--- src/hw/rtl/fbvs_pkg.sv ---
// Shared types and constants of the four-bone vertex skinning unit.
// No dependencies; every other file but fbvs_chan_if refers to it by scoped names.
`default_nettype none

package fbvs_pkg;

	localparam int WORDS_PER_BONE = 12;
	localparam int ROW_WORDS      = 4;
	localparam int QUEUE_DEPTH    = 4;

	localparam logic CMD_LOAD = 1'b0;
	localparam logic CMD_SKIN = 1'b1;

	localparam logic signed [63:0] ROUND_HALF = 64'sd32768;
	localparam logic [63:0]        DIV_BIAS   = 64'd127;
	localparam logic [63:0]        DIV_CONST  = 64'd255;
	localparam logic [55:0]        SAT_POS_Q  = 56'h0000007FFFFFFF;
	localparam logic [55:0]        SAT_NEG_Q  = 56'h00000080000000;
	localparam logic [31:0]        SAT_MAX    = 32'h7FFF_FFFF;
	localparam logic [31:0]        SAT_MIN    = 32'h8000_0000;

	// reciprocal of 3 for the word index split: floor(x/3) = (x*683) >> 11 for x < 1024
	localparam logic [19:0] RECIP3 = 20'd683;

	typedef struct packed {
		logic               command;
		logic [11:0]        palette_word_index;
		logic signed [31:0] palette_word_value;
		logic signed [31:0] pos_x;
		logic signed [31:0] pos_y;
		logic signed [31:0] pos_z;
		logic signed [31:0] norm_x;
		logic signed [31:0] norm_y;
		logic signed [31:0] norm_z;
		logic [31:0]        bone_weights;
		logic [31:0]        bone_indices;
		logic               last_vertex;
	} vtx_in_t;

	typedef struct packed {
		logic signed [31:0] skinned_x;
		logic signed [31:0] skinned_y;
		logic signed [31:0] skinned_z;
		logic signed [31:0] skinned_nx;
		logic signed [31:0] skinned_ny;
		logic signed [31:0] skinned_nz;
		logic               batch_end;
	} skin_out_t;

	typedef logic [WORDS_PER_BONE-1:0][31:0] bone_row_t;

	typedef struct packed {
		logic       wr_ok;
		logic [8:0] wr_bone;
		logic [3:0] wr_elem;
		vtx_in_t    item;
	} q_entry_t;

endpackage

`default_nettype wire

--- src/hw/rtl/fbvs_queue.sv ---
// Short FIFO that decouples the front end from the skinning back end.
// Depends on fbvs_pkg.
`default_nettype none

module fbvs_queue (
	input  logic                clk,
	input  logic                arst_n,
	input  logic                push,
	input  fbvs_pkg::q_entry_t  push_entry,
	output logic                full,
	output logic                head_vld,
	output fbvs_pkg::q_entry_t  head,
	input  logic                pop
);

	localparam int PW = $clog2(fbvs_pkg::QUEUE_DEPTH);

	fbvs_pkg::q_entry_t entries_q [fbvs_pkg::QUEUE_DEPTH];
	logic [PW-1:0]      wr_ptr_q;
	logic [PW-1:0]      rd_ptr_q;
	logic [PW:0]        count_q;

	assign full     = count_q == (PW + 1)'(fbvs_pkg::QUEUE_DEPTH);
	assign head_vld = count_q != '0;
	assign head     = entries_q[rd_ptr_q];

	always_ff @(posedge clk or negedge arst_n) begin
		if (!arst_n) begin
			wr_ptr_q <= '0;
			rd_ptr_q <= '0;
			count_q  <= '0;
		end else begin
			if (push) begin
				wr_ptr_q <= wr_ptr_q + 1'b1;
			end
			if (pop) begin
				rd_ptr_q <= rd_ptr_q + 1'b1;
			end
			if (push && !pop) begin
				count_q <= count_q + 1'b1;
			end else if (pop && !push) begin
				count_q <= count_q - 1'b1;
			end
		end
	end

	always_ff @(posedge clk) begin
		if (push) begin
			entries_q[wr_ptr_q] <= push_entry;
		end
	end

	a_no_overflow: assert property (@(posedge clk) disable iff (!arst_n) push |-> !full)
		else $error("queue push while full");
	a_no_underflow: assert property (@(posedge clk) disable iff (!arst_n) pop |-> head_vld)
		else $error("queue pop while empty");

endmodule

`default_nettype wire

--- config.mk ---
export PLATFORM = sky130hd
export DESIGN_NAME = fbvs_queue
export DESIGN_NICKNAME = d
export VERILOG_FILES = /design/src/hw/rtl/fbvs_pkg.sv /design/src/hw/rtl/fbvs_queue.sv
export SDC_FILE = /design/constraint.sdc
export NUM_CORES = 1
export LEC_CHECK = 0
export ABC_AREA = 1
export CELL_PAD_IN_SITES_DETAIL_PLACEMENT = 1
export CELL_PAD_IN_SITES_GLOBAL_PLACEMENT = 2
export CORE_AREA = 2 2 340 409
export DETAILED_ROUTE_END_ITERATION = 16
export DIE_AREA = 0 0 342 411
export DONT_BUFFER_PORTS = 1
export PLACE_DENSITY = 0.78
export SETUP_SLACK_MARGIN = 0.15
export SLEW_MARGIN = 20
export SYNTH_ARGS = -nofsm -noshare
export SYNTH_HDL_FRONTEND = slang
export SYNTH_SLANG_ARGS = --single-unit
--- constraint.sdc ---
create_clock -name clk -period 7.3 [get_ports clk]
set_input_delay 1.825 -clock clk [delete_from_list [all_inputs] [get_ports clk]]
set_output_delay 1.825 -clock clk [all_outputs]
set_load 0.01 [all_outputs]
==> flow_summary.toml <==
[synth]
syn_avg_cell_area_um2 = 13.80
synth.distinct_cells = 21
synthMuxAreaShare = 0
ys_seq_area_frac = 0.7398
synth_top_family_by_area = "compound AO/OA/AOI/OAI gates"
synth_cells = 3736
synth_xor_area_frac = 0.0006797
ys_ff_latch = 1271
synth_fa_ha_area_frac = 0.001602
syn_area_mm2 = 0.05155
synth-simple-area-share = 0.07044
ys_warn_count = 0
mappedNetlistNets = 4062
synth_compound_area_frac = 0.1116

[clock_network]
cts_hold_buf = 0
numClockSinks = 1271
cts_resized = 0
numCtsBuffers = 132
cts_max_path_buffers = 3
cts-root-buf = "clkbuf_16"
clkTransAtPathRegs_ns = 0.05
cts.htree.levels = 4
insertion_delay_ns = 0.75
cts_tree = "built"
cts_setup_buffers = 0

[hold_path]
hp-class = "reg -> reg"

[power_and_ir_drop]
p_leak_nw = 21.24
internal-power_mw = 14.93
pwr_density_cell_mw_per_mm2 = 416.4
p_sw_mw = 8.749
pwr-share-comb = 0.312
clkPwrFrac = 0.265
switching_share = 0.3695
sequentialPowerShare = 0.422
power_mw = 23.68
vdd_drop_max_v = 0.0003097

[routing]
drt-initial-drc-count = 1725
totalWireLength_um = 122100
wl_per_cell_um = 21.75
drt_pre_antenna_iters = 5
drtAntennaViolNets = 0
vias_per_cell = 4.959
remaining_drc_errors = 0
via_count = 27850

[floorplan]
die-area_mm2 = 0.1406
rows = 149
die_width_um = 342
die_height_um = 411
start_util = 0.3767
core_area_mm2 = 0.1368
ioPinCount = 638

[cells_and_area]
syn_to_final_growth_pct = 10.34
drive_gt1_frac = 0.1121
final_nets = 4028
fillers = 14030

[critical_path]
r2r_setup_slack_ns = 3.68
worstSetupPathType = "reg -> out"
critPathArrivalTime_ns = 3.48
r2r_start = "wr_ptr_q[0]"
crit_end = "head[21]"
critPathRequiredTime_ns = 5.48
crit_path_max_fanout = 98
critPathLaunch = "rd_ptr_q[1]"
cp-start-kind = "register"
rr_endpoint = "entries_q[0][127]"
reg2reg_depth = 7
cp-end-kind = "primary output"

[timing]
clock_skew_ns = 0.02203
rsz0062_at_grt = "false"
timing.final.crit_share = 0.7268
layout_min_cycle_time_ns = 5.306
finalSetupViolCount = 0
setup_tns_ns = 0
worst_pin_slew_ns = 1.123
final-hold-violation-count = 0
slew_headroom = 0.2511
fmax_mhz = 188.5
drv_slew = 0

[global_routing]
first_global_vias = 29190
grt_antenna_before_repair = 1
grt-ovfl-total = 0
grt_pass1_wl_um = 182200
grtUsageTotal = 0.1717
grt_max_degree = 169

[placement]
dp_hpwl_um = 75360
portBuffers = 0
place_congestion = 0.7491

[outcome]
outcome = "finished clean"

[flow_run]
max_cap_violations = 0
[how the worst min path moves through the flow]
| stage | from | cells after the start | slack [ns] | end |
|---|---|---|---|---|
| 3_5_place_dp | count_q[2] | 2 | 0.49 | count_q[2] |
| 4_1_cts | count_q[2] | 2 | 0.51 | count_q[2] |
| 2_1_floorplan | count_q[2] | 2 | 0.44 | count_q[2] |
| 3_3_place_gp | count_q[2] | 2 | 0.46 | count_q[2] |
| 5_1_grt | count_q[2] | 2 | 0.54 | count_q[2] |
| 6_report | count_q[2] | 2 | 0.50 | count_q[2] |
[final cells by class]
| type | count | area, um2 | area share |
|---|---|---|---|
| sequential | 1271 | 38140 | 0.6706 |
| multi-input combinational | 1609 | 9509 | 0.1672 |
| clock buffer | 175 | 3578 | 0.06292 |
| inverter | 644 | 2440 | 0.04290 |
| tap | 1812 | 2267 | 0.03986 |
| timing repair buffer | 44 | 543.0 | 0.009547 |
| clock inverter | 57 | 389.1 | 0.006842 |
| antenna | 4 | 10.01 | 0.0001760 |
[layout by cell type (no fill, tap or decap), types with 3 or more instances in the layout]
cell type / n
buf_12: 17
buf_4: 27
bufinv_16: 4
clkbuf_1: 35
clkbuf_16: 135
clkbuf_8: 5
clkinv_1: 26
clkinv_2: 17
clkinvlp_4: 5
dfrtp_1: 5
diode_2: 4
edfxtp_1: 1264
ha_1: 5
inv_1: 639
inv_6: 9
nand2_1: 958
nand2_2: 4
o211ai_1: 432
o211ai_2: 200
xor2_1: 3
[metal layers]
metal	part of all wire	global-route usage
met1	0.38	0.1938
met5	0.00011	0
met2	0.50	0.2946
met3	0.085	0.06199
met4	0.034	0.06881
[cell usage after synthesis, drive strengths merged]
cell type,n,area share
edfxtp,1264,0.74
nand2,962,0.070
inv,644,0.047
o211ai,632,0.11
buf,169,0.026
clkbuf,43,0.0032
dfrtp,7,0.0034
ha,5,0.0012
xor2,3,0.00051
fa,1,0.00039
nand3,1,0.000097
nand4,1,0.00012
nor2,1,0.000073
nor3,1,0.000097
o21ai,1,0.000097
xnor2,1,0.00017
[cells by family after synthesis]
| group | Yosys count |
|---|---|
| buf+inv | 856 |
| flops | 1271 |
| compound gates | 633 |
| fa+ha+maj | 6 |
| simple gates | 966 |
| xor+xnor | 4 |
[critical path, cell delays in order, from the launching register on]
cell and delay (ns):
dfrtp_4 0.82, inv_8 0.73, buf_4 0.73, o211ai_2 0.20
nand2_1 0.18
[registers in the layout, indices dropped and copies added, names as in the netlist]
signal     count
count_q        3
rd_ptr_q       2
wr_ptr_q       2
entries_q   1264
[power by group through the flow]
stage	clock (mW)	combinational, mW	sequential [mW]
after floorplan	0	5.84	10.2
after global placement	0	7.47	10.1
after detailed placement	0	7.60	10.2
after CTS	6.46	7.64	10.0
after global routing	6.70	8.16	10.1
final	6.28	7.40	10.0
[through the flow]
| step | setup WS (ns) | hold slack [ns] | instance area (um2) | util | std cells |
|---|---|---|---|---|---|
| floorplan | 0.1451 | 0.4417 | 51580 | - | 3736 |
| global placement | 2.484 | 0.4551 | 52900 | 0.3866 | 5380 |
| detailed placement | 2.489 | 0.4931 | 52900 | 0.3866 | 5380 |
| CTS | 1.809 | 0.5069 | 56870 | 0.4156 | 5612 |
| global route | 1.769 | 0.5370 | 56870 | 0.4156 | 5612 |
| finish | 1.994 | 0.4973 | 56880 | 0.4156 | 5616 |
(Power assumes the default switching activity.)
